--- src/sv/lurf_pkg.sv ---
package lurf_pkg;

  localparam int CHAR_W       = 8;
  localparam int NUM_CHARS    = 1 << CHAR_W;
  localparam int BEST_START_W = 16;
  localparam int BEST_LEN_W   = 17;
  localparam int IN_DATA_W    = 8;
  // best_start + best_length + overflow = 34 bits, padded to 5 bytes
  localparam int OUT_DATA_W   = 40;
  localparam int FIFO_DEPTH   = 3;
  localparam int FIFO_PTR_W   = 2;
  localparam int FIFO_CNT_W   = 2;

  // control side of the seen-table write port
  typedef struct packed {
    logic              en;    // record a position for addr
    logic              clr;   // drop every valid bit (end of string)
    logic [CHAR_W-1:0] addr;
  } seen_wr_t;

endpackage

--- src/sv/lurf_seen_mem.sv ---
module lurf_seen_mem
  import lurf_pkg::*;
#(
  parameter int PW = 16
) (
  input  logic              clk,
  input  logic              rst_n,
  input  logic [CHAR_W-1:0] rd_addr,
  output logic [PW-1:0]     rd_pos,
  output logic              rd_vld,
  input  seen_wr_t          wr,
  input  logic [PW-1:0]     wr_pos
);

  logic [PW-1:0]        pos_mem [NUM_CHARS];
  logic [NUM_CHARS-1:0] vld_r;
  logic [PW-1:0]        rd_pos_r;
  logic                 rd_vld_r;

  // position store: one write, one registered read per cycle
  always_ff @(posedge clk) begin
    if (wr.en) begin
      pos_mem[wr.addr] <= wr_pos;
    end
    rd_pos_r <= pos_mem[rd_addr];
  end

  // valid bits; clear wins over a same-cycle set
  always_ff @(posedge clk) begin
    if (!rst_n) begin
      vld_r    <= '0;
      rd_vld_r <= 1'b0;
    end else begin
      rd_vld_r <= vld_r[rd_addr];
      if (wr.clr) begin
        vld_r <= '0;
      end else if (wr.en) begin
        vld_r[wr.addr] <= 1'b1;
      end
    end
  end

  assign rd_pos = rd_pos_r;
  assign rd_vld = rd_vld_r;

endmodule

--- config.mk ---
export PLATFORM = sky130hd
export DESIGN_NAME = lurf_seen_mem
export DESIGN_NICKNAME = d
export VERILOG_FILES = /design/src/sv/lurf_pkg.sv /design/src/sv/lurf_seen_mem.sv
export SDC_FILE = /design/constraint.sdc
export NUM_CORES = 2
export LEC_CHECK = 0
export BUFFER_PORTS_ARGS = -buffer_cell sky130_fd_sc_hd__buf_2
export CORE_UTILIZATION = 45
export DETAILED_ROUTE_END_ITERATION = 8
export PLACE_DENSITY_LB_ADDON = 0.1
export SYNTH_ARGS = -nofsm -noshare
export SYNTH_HDL_FRONTEND = slang
export SYNTH_SLANG_ARGS = --single-unit
--- constraint.sdc ---
create_clock -name clk -period 3.4 [get_ports clk]
set_input_delay 0.51 -clock clk [delete_from_list [all_inputs] [get_ports clk]]
set_output_delay 0.51 -clock clk [all_outputs]
set_load 0.005 [all_outputs]
==> key figures <==
Yosys
  – Synth cell types: 50
  – Fraction of synthesized cell area in xor and xnor cells: 0%
  – Post-synthesis mux area share: ~18%
  – Top FF cell, synth: edfxtp_1
  – Synth Area in Simple Gates: roughly 2.5%
  – Synth warnings: 0
  – EDFF count, synth: between 4k and 5k
  – Share of flip-flops with an asynchronous set or reset: 0%
  – Mapped cell area: between 150000 and 200000 µm²
  – Compound-Gate Fraction of Synth Area: under 10%
  – Post-Syn Area per Cell: ~22 µm²
  – Sequential-to-total area share from yosys stat: 77.1%
  – Syn Nets: 7621
  – Synthesized flop and latch total: approximately 4.4k
  – Mapped Cells: roughly 7.6k
  – Adder-cell share of the synthesized area: 0%
  – Main combinational cell family by area after synthesis: multiplexers

Route
  – Iteration count of the initial detailed-routing pass: 5
  – Drt via density: between 5 and 6
  – DRC: 0
  – Avg WL per Cell: between 30 and 40 µm
  – Initial drt markers: 9830
  – Via count: 82.9k
  – ANT nets after route: 0
  – Post-Route WL: 484 mm

Timing
  – Final max-slew violation count: 0
  – Part of the cycle the worst path needs: between 90% and 100%
  – Setup Skew: around 50 ps
  – Final Hold Viols: 0
  – Unrepaired setup endpoints after global routing: false
  – Final setup violation count: 0
  – Worst Max-Slew Pin Slew: 1180 ps
  – Post-layout min period: ~3300 ps
  – Fmax: approximately 310 MHz
  – Worst slew margin: a little under a fifth
  – Total negative slack: 0 ps

CTS
  – Worst skew pair latency: 980 ps
  – Clock root buffer: clkbuf_16
  – Num Clock Sinks: around 4.4k
  – Reg clk slew, reported paths: 60 ps
  – Num CTS Buffers: 450
  – CTS tree: done
  – H-tree depth: 5
  – CTS Buffer Depth: 4
  – Setup bufs post-CTS: 0

Power and ir drop
  – PwrDens: about 600 nW/µm²
  – Peak VDD IR: about 0.44 mV
  – Pwr Total: between 100 and 150 mW
  – Pleak: ~63 nW

Worst setup path
  – Startpoint types: flip-flop
  – Max FO, Critical Path: 1
  – Crit. End Element: flip-flop
  – Critical Path AT: between 4000 and 5000 ps
  – Critical path required time: approximately 4300 ps
  – Critical path type: flip-flop to flip-flop

Run
  – Max-cap violations: 0

Placed design
  – PortBufs: 52
  – HPWL Detailed: roughly 300 mm
  – Final RePlAce weighted congestion: a little under 0.9

Floorplan
  – Die Width: between 600 and 700 µm
  – Top-level I/O count: 53
  – Full die area: ~370000 µm²
  – DIE HEIGHT: about 610 µm
  – Initial core utilization: 45.2%
  – Core area: 369000 µm²
  – Std-Cell Rows: around 220

Layout
  – Commonest non-fill, non-tap cell in the layout: edfxtp_1
  – Highest-count cells in the layout ignoring fill and taps: 4096 x edfxtp_1, 1173 x mux4_2, 740 x buf_4
  – NumNets Final: between 8k and 9k
  – Layout area overhead: 17.0%
  – Layout cell share with drive strength beyond 1: about a third

Status
  – Status: finished clean

Global routing
  – GRT overflow: 0
  – First-pass GRT wire length: roughly 670 mm
  – Antenna violations before repair: 36
  – Via count of the first global-routing pass: 83.3k
  – Total GRT Usage: 25.9%
  – Largest net degree at the start of global routing: ~130

Worst hold path
  – Worst hold path type: input pin to flip-flop
-- kinds of logic (layout without fill, tap and decap cells) --
| kind of cell | Yosys count | in the layout |
|---|---|---|
| muxes | 1519 | 1519 |
| buffers and inverters | 422 | 1792 |
| DFF | 4369 | 4369 |
| AOI/OAI and AO/OA | 274 | 274 |
| and+or+nand+nor | 1001 | 1001 |
| other | 0 | 17 |
-- sequential cells by signal (all words and copies together) (netlist names) --
signal and count:
pos_mem 4096, vld_r 256, rd_pos 16, rd_vld 1
-- layer usage --
| metal | vias up | part of all wire, % | global-route usage (%) | wire, µm |
|---|---|---|---|---|
| li1 | 33726 | - | - | - |
| met1 | 45339 | 41 | 36.3 | 199000 |
| met2 | 3177 | 49 | 42.2 | 236000 |
| met3 | 643 | 7.0 | 4.10 | 33900 |
| met4 | 8 | 3.2 | 7.70 | 15500 |
| met5 | - | 0.011 | 0 | 54 |
-- worst max-delay path: stages, from the launching register on --
cell       delay, ps
edfxtp_1         360
mux4_2           490
mux4_2           520
mux2i_1          160
buf_4            170
nor2_1            50
a2111oi_0       1040
buf_4            280
nor4b_1           50
-- repair_timing --
item | 4_1_cts | 5_1_grt
hold buffers | 4 | 0
endpoints found under the hold margin | 86 | 0
gates resized for setup | 0 | 0
endpoints found under the setup margin | 0 | 0
-- worst paths after layout --
kind                         start              end  slack, ps  cells past startpoint
setup / recovery  pos_mem[169][12]       rd_pos[12]        140                      8
hold / removal           wr_pos[1]  pos_mem[182][1]         10                      1
hold reg to reg         vld_r[234]       vld_r[234]        460                      2
setup reg to reg  pos_mem[169][12]       rd_pos[12]        140                      8
-- power breakdown --
| part | leakage (nW) | internal (mW) | total [mW] | switching (mW) |
|---|---|---|---|---|
| Combinational | 16.3 | 2.29 | 5.89 | 3.60 |
| Clock | 7.16 | 28.2 | 48.9 | 20.7 |
| Sequential | 39.0 | 58.9 | 59.0 | 0.123 |
-- through the flow --
stage	instances	hold WS [ps]	area (µm²)	worst slack, ps	util [%]
final	13922	11.5	195000	140	52.9
after global routing	13912	39.4	195000	186	52.9
after CTS	13905	15.2	195000	337	52.9
after detailed placement	13054	454	180000	-482	48.9
after global placement	13054	443	180000	-435	48.9
after floorplan	7585	435	167000	575	-
-- cells in the mapped netlist, drive strengths merged (3+ instances only) --
library cell / n / area share [%]
o22ai: 58 / 0.22
clkbuf: 181 / 0.41
mux4: 1173 / 16
nor4: 15 / 0.056
or2: 5 / 0.019
mux2i: 344 / 2.1
a2111oi: 19 / 0.10
a21oi: 11 / 0.033
a22oi: 98 / 0.44
nand3: 44 / 0.13
o21ba: 29 / 0.17
inv: 6 / 0.014
a31oi: 4 / 0.015
and3: 8 / 0.030
edfxtp: 4096 / 74
o221ai: 16 / 0.084
nand3b: 4 / 0.018
nand4: 31 / 0.12
a22o: 3 / 0.016
dfxtp: 273 / 3.3
or3: 9 / 0.034
nor4b: 6 / 0.032
nor3: 10 / 0.030
a211oi: 5 / 0.023
nand2b: 4 / 0.015
a32oi: 9 / 0.047
nor2b: 16 / 0.060
a32o: 3 / 0.018
nor2: 766 / 1.7
nand2: 76 / 0.17
o21ai: 5 / 0.015
buf: 235 / 0.87
a221oi: 6 / 0.032
-- final cells by class --
cell class	instances	area [µm²]
timing repair buffer	939	8950
inverter	6	30.0
clock buffer	599	12200
tap	4950	6190
multi-input combinational	2794	36800
fill	28864	174000
sequential	4369	128000
antenna	17	42.5
clock inverter	248	2390
(Power assumes the default switching activity.)
