[src/sv/lurf_pkg.sv]
package lurf_pkg;

  localparam int CHAR_W       = 8;
  localparam int NUM_CHARS    = 1 << CHAR_W;
  localparam int BEST_START_W = 16;
  localparam int BEST_LEN_W   = 17;
  localparam int IN_DATA_W    = 8;
  // best_start + best_length + overflow = 34 bits, padded to 5 bytes
  localparam int OUT_DATA_W   = 40;
  localparam int FIFO_DEPTH   = 3;
  localparam int FIFO_PTR_W   = 2;
  localparam int FIFO_CNT_W   = 2;

  // control side of the seen-table write port
  typedef struct packed {
    logic              en;    // record a position for addr
    logic              clr;   // drop every valid bit (end of string)
    logic [CHAR_W-1:0] addr;
  } seen_wr_t;

endpackage

[src/sv/lurf_out_fifo.sv]
module lurf_out_fifo
  import lurf_pkg::*;
(
  input  logic                  clk,
  input  logic                  rst_n,
  input  logic                  push,
  input  logic [OUT_DATA_W-1:0] push_data,
  output logic                  out_valid,
  input  logic                  out_ready,
  output logic [OUT_DATA_W-1:0] out_data,
  output logic [FIFO_CNT_W-1:0] cnt
);

  logic [OUT_DATA_W-1:0] buf_mem [FIFO_DEPTH];
  logic [FIFO_PTR_W-1:0] wr_ptr_r, wr_ptr_nxt;
  logic [FIFO_PTR_W-1:0] rd_ptr_r, rd_ptr_nxt;
  logic [FIFO_CNT_W-1:0] cnt_r, cnt_nxt;
  logic                  pop;

  assign out_valid = (cnt_r != '0);
  assign pop       = out_valid & out_ready;
  assign out_data  = buf_mem[rd_ptr_r];
  assign cnt       = cnt_r;

  always_comb begin
    wr_ptr_nxt = wr_ptr_r;
    rd_ptr_nxt = rd_ptr_r;
    cnt_nxt    = cnt_r;
    if (push) begin
      wr_ptr_nxt = (wr_ptr_r == FIFO_PTR_W'(FIFO_DEPTH - 1)) ? '0 : wr_ptr_r + 1'b1;
    end
    if (pop) begin
      rd_ptr_nxt = (rd_ptr_r == FIFO_PTR_W'(FIFO_DEPTH - 1)) ? '0 : rd_ptr_r + 1'b1;
    end
    if (push && !pop) begin
      cnt_nxt = cnt_r + 1'b1;
    end else if (pop && !push) begin
      cnt_nxt = cnt_r - 1'b1;
    end
  end

  always_ff @(posedge clk) begin
    if (push) begin
      buf_mem[wr_ptr_r] <= push_data;
    end
  end

  always_ff @(posedge clk) begin
    if (!rst_n) begin
      wr_ptr_r <= '0;
      rd_ptr_r <= '0;
      cnt_r    <= '0;
    end else begin
      wr_ptr_r <= wr_ptr_nxt;
      rd_ptr_r <= rd_ptr_nxt;
      cnt_r    <= cnt_nxt;
    end
  end

endmodule

[config.mk]
export PLATFORM = sky130hd
export DESIGN_NAME = lurf_out_fifo
export DESIGN_NICKNAME = d
export VERILOG_FILES = /design/src/sv/lurf_pkg.sv /design/src/sv/lurf_out_fifo.sv
export SDC_FILE = /design/constraint.sdc
export NUM_CORES = 1
export LEC_CHECK = 0
export BUFFER_PORTS_ARGS = -buffer_cell sky130_fd_sc_hd__clkbuf_2
export CORE_MARGIN = 3
export CORE_UTILIZATION = 40
export CTS_BUF_LIST = sky130_fd_sc_hd__clkbuf_16
export DETAILED_ROUTE_END_ITERATION = 12
export GPL_TIMING_DRIVEN = 0
export PLACE_DENSITY = 0.66
export SYNTH_ARGS = -nofsm -noshare
export SYNTH_HDL_FRONTEND = slang
export SYNTH_SLANG_ARGS = --single-unit
[constraint.sdc]
create_clock -name clk -period 5.3 [get_ports clk]
set_input_delay 0.53 -clock clk [delete_from_list [all_inputs] [get_ports clk]]
set_output_delay 0.53 -clock clk [all_outputs]
set_load 0.1 [all_outputs]
==> results.sh, run 1 <==
export IMPL_slowest_stage="clkbuf_2"
export IMPL_status="completed"
export IMPL_synth_warning_count=0
export IMPL_die_area_um2=13200
export IMPL_fin_skew_ns=0.00635
export IMPL_yosys_cell_types_count=21
export IMPL_die_w_um=115
export IMPL_wl_mm=9.11
export IMPL_finalCriticalPeriod_ns=2.71
export IMPL_io_pins=87
export IMPL_dr_pass1_iters=5
export IMPL_cts_tree="yes"
export IMPL_via_per_inst=4.89
export IMPL_finalCritPeriodShare=0.511
export IMPL_synthMuxAreaShare=0.0845
export IMPL_rows=39
export IMPL_clk_transition_reported_paths_ns=0.05
export IMPL_start_kind="register"
export IMPL_multiInputGateArea_um2=928
export IMPL_routedWlPerCell_um=16.5
export IMPL_final_cell_mix="edfxtp_1, clkbuf_2, nand2_1, mux2i_1, o21ai_1"
export IMPL_yosysSeqAreaShare=0.794
export IMPL_antennaDiodeCount=0
export IMPL_first_iter_violations=115
export IMPL_max_stage_delay_ns=0.49
export IMPL_drc=0
export IMPL_grt_use_total=0.145
export IMPL_cts_root_buffer="clkbuf_16"
export IMPL_relSlewSlack=0.347
export IMPL_cts_max_level=4
export IMPL_synthSimpleGateAreaFrac=0.0478
export IMPL_leakage_uw=0.00212
export IMPL_dp_hpwl_mm=5.92
export IMPL_mappedNetlistArea_um2=4740
export IMPL_crit_required_ns=4.77
export IMPL_clock_latency_ns=0.40
export IMPL_synth_fa_ha_area_frac=0.00264
export IMPL_postSynthCellCount=286
export IMPL_clk_path_buf_depth=2
export IMPL_synth_compound_area_share=0.0531
export IMPL_finalSetupViolCount=0
export IMPL_synth_seq_cells=128
export IMPL_irDropWorstVdd_mv=0.289
export IMPL_total_power_uw=3460
export IMPL_tightest_slew_ns=0.975
export IMPL_cp_cell_sequence="clkbuf_1, clkbuf_1, nand2_1, o21ai_1, clkbuf_2"
export IMPL_grt_max_degree=22
export IMPL_gp_congestion=0.661
export IMPL_syn_avg_cell_area_um2=16.6
export IMPL_cts_resized=0
export IMPL_rsz0062_at_grt="no"
export IMPL_syn_to_final_growth_pct=26.9
export IMPL_dpl_cell_count=521
export IMPL_die_h_um=115
export IMPL_end_kind="output port"
export IMPL_grt_pass1_vias=2826
export IMPL_path_max_fanout=10
export IMPL_cts_setup_buffers=0
export IMPL_fin_cells=552
export IMPL_fin_nets=442
export IMPL_layout_commonest_cell="edfxtp_1"
export IMPL_async_flop_share=0
export IMPL_core_um2=11500
export IMPL_critical_path_class="reg2out"
export IMPL_postCtsHoldBufs=0
export IMPL_grt_antenna_before_repair=0
export IMPL_synthesis_nets=331
export IMPL_finalWorstSetupSlack_ns=2.59
export IMPL_hold_viol_final=0
export IMPL_num_fill_cells=972
export IMPL_cts_made_buffers=17
export IMPL_grt_overflow=0
export IMPL_hold_path_class="in2reg"
export IMPL_power_density_nw_per_um2=575
export IMPL_initial_core_util=0.412
export IMPL_cp_common_cell="clkbuf_1"
export IMPL_cts_sinks=128
export IMPL_placement_io_buffers=86
export IMPL_drv_cap=0
export IMPL_ant_nets=0
export IMPL_regArea_um2=3760
export IMPL_num_vias=2698
export IMPL_grt_pass1_wl_mm=14.2
export IMPL_synth_flop_cell="edfxtp_1"
export IMPL_crit_arrival_ns=2.18
export IMPL_max_freq_mhz=369
export IMPL_synth_top_family_by_area="multiplexers"
export IMPL_drive_above_1_share=0.313
export IMPL_dp_slack_ns=2.95
export IMPL_slew_violations=0
export IMPL_synth_xor_area_frac=0.00370
export IMPL_synth_edf_count=120
critical path: cells and delay by family (launching register included):
family                 cells  cell delay, ns
AO/OA/AOI/OAI              1            0.14
AND/OR/NAND/NOR            1            0.12
buffers and inverters      3            1.22
flip-flops                 1            0.30
layer usage:
layer  wire length (um)  vias to the layer above  global-route usage  part of all wire
li1                   -                     1300                   -                 -
met1               3780                     1319               0.163              0.42
met2               4710                       71               0.253              0.52
met3                548                        8              0.0547             0.060
met4                 73                        0              0.0516            0.0080
met5                  0                        -                   0                 0
flip-flops by register name, indices dropped and copies added, names as in the netlist, named ones only:
signal,flops
buf_mem,120
cnt,2
rd_ptr_r,2
wr_ptr_r,2
cells in the mapped netlist, types with 2 or more instances:
cell,count,area [um2]
clkbuf_1,10,37.5
nor2_1,2,7.51
mux2i_1,40,400
nand2_1,44,165
nor2b_1,2,12.5
buf_4,4,30.0
o21ai_1,40,200
or3_1,2,12.5
dfxtp_1,8,160
a21boi_1,3,22.5
edfxtp_1,120,3600
o21a_1,2,15.0
cell type report:
| type | instances | area share |
|---|---|---|
| Buffer | 14 | 0.0112 |
| Clock buffer | 17 | 0.0707 |
| Sequential cell | 128 | 0.626 |
| Tap cell | 143 | 0.0298 |
| Multi-Input combinational cell | 144 | 0.154 |
| Timing Repair Buffer | 92 | 0.0870 |
| Clock inverter | 14 | 0.0210 |
logic make-up after synthesis:
kind of cell / Yosys count
XOR/XNOR: 2
multiplexers: 40
buffers and inverters: 14
AND/OR/NAND/NOR: 54
flip-flops: 128
AO/OA/AOI/OAI: 47
adder cells (fa/ha/maj): 1
through the flow:
stage	cell area, um2	hold slack, ns	TNS [ns]	util
2_1_floorplan	4740	0.451	0	-
3_3_place_gp	5350	0.466	-48.09	0.464
3_5_place_dp	5460	0.489	0	0.474
4_1_cts	6010	0.314	0	0.522
5_1_grt	6010	0.312	0	0.522
6_report	6010	0.327	0	0.522
power breakdown:
| group | leakage (uW) | internal (uW) | switching [uW] |
|---|---|---|---|
| clock network | 0.000266 | 678 | 397 |
| logic | 0.000678 | 208 | 984 |
| registers | 0.00118 | 1170 | 23.7 |
| total | 0.00212 | 2050 | 1400 |
worst paths after layout:
| check | from | to | slack (ns) | cells after the start |
|---|---|---|---|---|
| min reg2reg | rd_ptr_r[1] | register | 0.49 | 2 |
| max | register | out_data[12] | 2.59 | 5 |
| min | push_data[10] | buf_mem[2][10] | 0.33 | 1 |
| max reg2reg | wr_ptr_r[1] | buf_mem[0][4] | 3.41 | 3 |
(Power assumes the default switching activity.)
==> run 2, diff against run 1 <==
clock period = 2.66 ns   (was 5.3 ns; I/O delays follow)
==> results.sh, run 2 (synthesis results as in run 1) <==
export IMPL_status="completed"
export IMPL_placement_io_buffers=86
export IMPL_finalCriticalPeriod_ns=2.41
export IMPL_cts_tree="yes"
export IMPL_num_fill_cells=978
export IMPL_final_util=0.525
export IMPL_antennaDiodeCount=0
export IMPL_drc=0
export IMPL_finalCritPeriodShare=0.907
export IMPL_core_um2=11500
export IMPL_io_pins=87
export IMPL_critical_path_class="reg2out"
export IMPL_clk_path_buf_depth=2
export IMPL_first_iter_violations=218
export IMPL_routedWlPerCell_um=16.0
export IMPL_clock_latency_ns=0.41
export IMPL_cts_max_level=4
export IMPL_cts_setup_buffers=0
export IMPL_dpl_cell_count=519
export IMPL_initial_core_util=0.412
export IMPL_hold_viol_final=0
export IMPL_ant_nets=0
export IMPL_dp_hpwl_mm=5.67
export IMPL_finalWorstSetupSlack_ns=0.248
export IMPL_num_vias=2683
export IMPL_rows=39
export IMPL_fin_cells=551
export IMPL_regArea_um2=3760
export IMPL_grt_max_degree=23
export IMPL_irDropWorstVdd_mv=0.781
export IMPL_fin_nets=440
export IMPL_cp_common_cell="clkbuf_1"
export IMPL_grt_use_total=0.143
export IMPL_slew_violations=0
export IMPL_hold_path_class="in2reg"
export IMPL_layout_commonest_cell="edfxtp_1"
export IMPL_cts_made_buffers=17
export IMPL_syn_to_final_growth_pct=27.5
export IMPL_start_kind="register"
export IMPL_p_int_uw=4120
export IMPL_combPwrFrac=0.340
export IMPL_drv_cap=0
export IMPL_end_kind="output port"
export IMPL_max_freq_mhz=415
export IMPL_grt_overflow=0
export IMPL_die_area_um2=13200
export IMPL_clk_transition_reported_paths_ns=0.06
export IMPL_rsz0062_at_grt="no"
export IMPL_largest_reg_flops=120
export IMPL_p_clk_frac=0.321
export IMPL_whs_ns=0.0544
export IMPL_cp_cell_sequence="clkbuf_1, clkbuf_1, nand2_1, o21ai_1, clkbuf_2"
export IMPL_slowest_stage="clkbuf_2"
export IMPL_switching_power_uw=2860
export IMPL_die_w_um=115
export IMPL_power_density_nw_per_um2=1160
export IMPL_path_max_fanout=10
export IMPL_tightest_slew_ns=0.894
export IMPL_crit_arrival_ns=2.15
export IMPL_dr_pass1_iters=4
export IMPL_leakage_uw=0.00214
export IMPL_via_per_inst=4.87
export IMPL_cts_sinks=128
export IMPL_multiInputGateArea_um2=935
export IMPL_wl_mm=8.82
export IMPL_grt_pass1_vias=2792
export IMPL_largest_register="buf_mem"
export IMPL_gp_congestion=0.649
export IMPL_postCtsHoldBufs=0
export IMPL_die_h_um=115
export IMPL_final_cell_mix="edfxtp_1, clkbuf_2, nand2_1, mux2i_1, o21ai_1"
export IMPL_relSlewSlack=0.404
export IMPL_grt_pass1_wl_mm=13.9
export IMPL_switching_share=0.410
export IMPL_grt_antenna_before_repair=0
export IMPL_cts_root_buffer="clkbuf_16"
export IMPL_crit_required_ns=2.39
export IMPL_stdcell_area_um2=6040
export IMPL_finalSetupViolCount=0
export IMPL_fin_skew_ns=0.00823
export IMPL_seq_power_share=0.339
export IMPL_max_stage_delay_ns=0.48
export IMPL_dp_slack_ns=0.562
export IMPL_drive_above_1_share=0.324
export IMPL_dpl_cell_area_um2=5450
==> run 2: worst paths after layout <==
path                  from              to  slack [ns]  cells after the start
max               register     out_data[9]        0.25                      5
min          push_data[39]  buf_mem[1][39]        0.05                      1
max reg2reg    wr_ptr_r[1]  buf_mem[0][14]        0.93                      2
min reg2reg    rd_ptr_r[0]        register        0.48                      2
==> run 2: repair_timing <==
action | 4_1_cts | 5_1_grt
gates resized for setup | 0 | 6
endpoints found under the hold margin | 0 | 0
endpoints found under the setup margin | 0 | 12
==> run 2: worst max-delay path, delay by kind of cell, from the launching register on <==
kind | cells | cell delay, ns
AO/OA/AOI/OAI | 1 | 0.12
buffers and inverters | 3 | 1.22
AND/OR/NAND/NOR | 1 | 0.10
flip-flops | 1 | 0.30
==> run 2: area by class of cell <==
cell class,instances,area share
sequential,128,0.623
multi-input combinational,144,0.155
clock buffer,17,0.0704
tap,143,0.0296
buffer,14,0.0118
timing repair buffer,90,0.0841
clock inverter,15,0.0263
==> run 2: metrics by stage <==
stage               total power [uW]  setup TNS (ns)
global placement                4780         -132.92
detailed placement              4810               0
CTS                             7080               0
floorplan                       4420               0
finish                          6990               0
global route                    7250               0
==> run 2: power groups by stage <==
stage,clock (uW),sequential [uW],combinational [uW]
after CTS,2300,2370,2400
final,2250,2370,2370
after global routing,2390,2380,2480
after global placement,0,2410,2370
after floorplan,0,2510,1910
after detailed placement,0,2410,2400
==> run 2: per-layer routing <==
layer,global-route usage,vias to the layer above,part of all wire
met4,0.0493,0,0.012
met1,0.165,1304,0.42
li1,-,1300,-
met2,0.244,67,0.51
met5,0,-,0
met3,0.0553,12,0.054
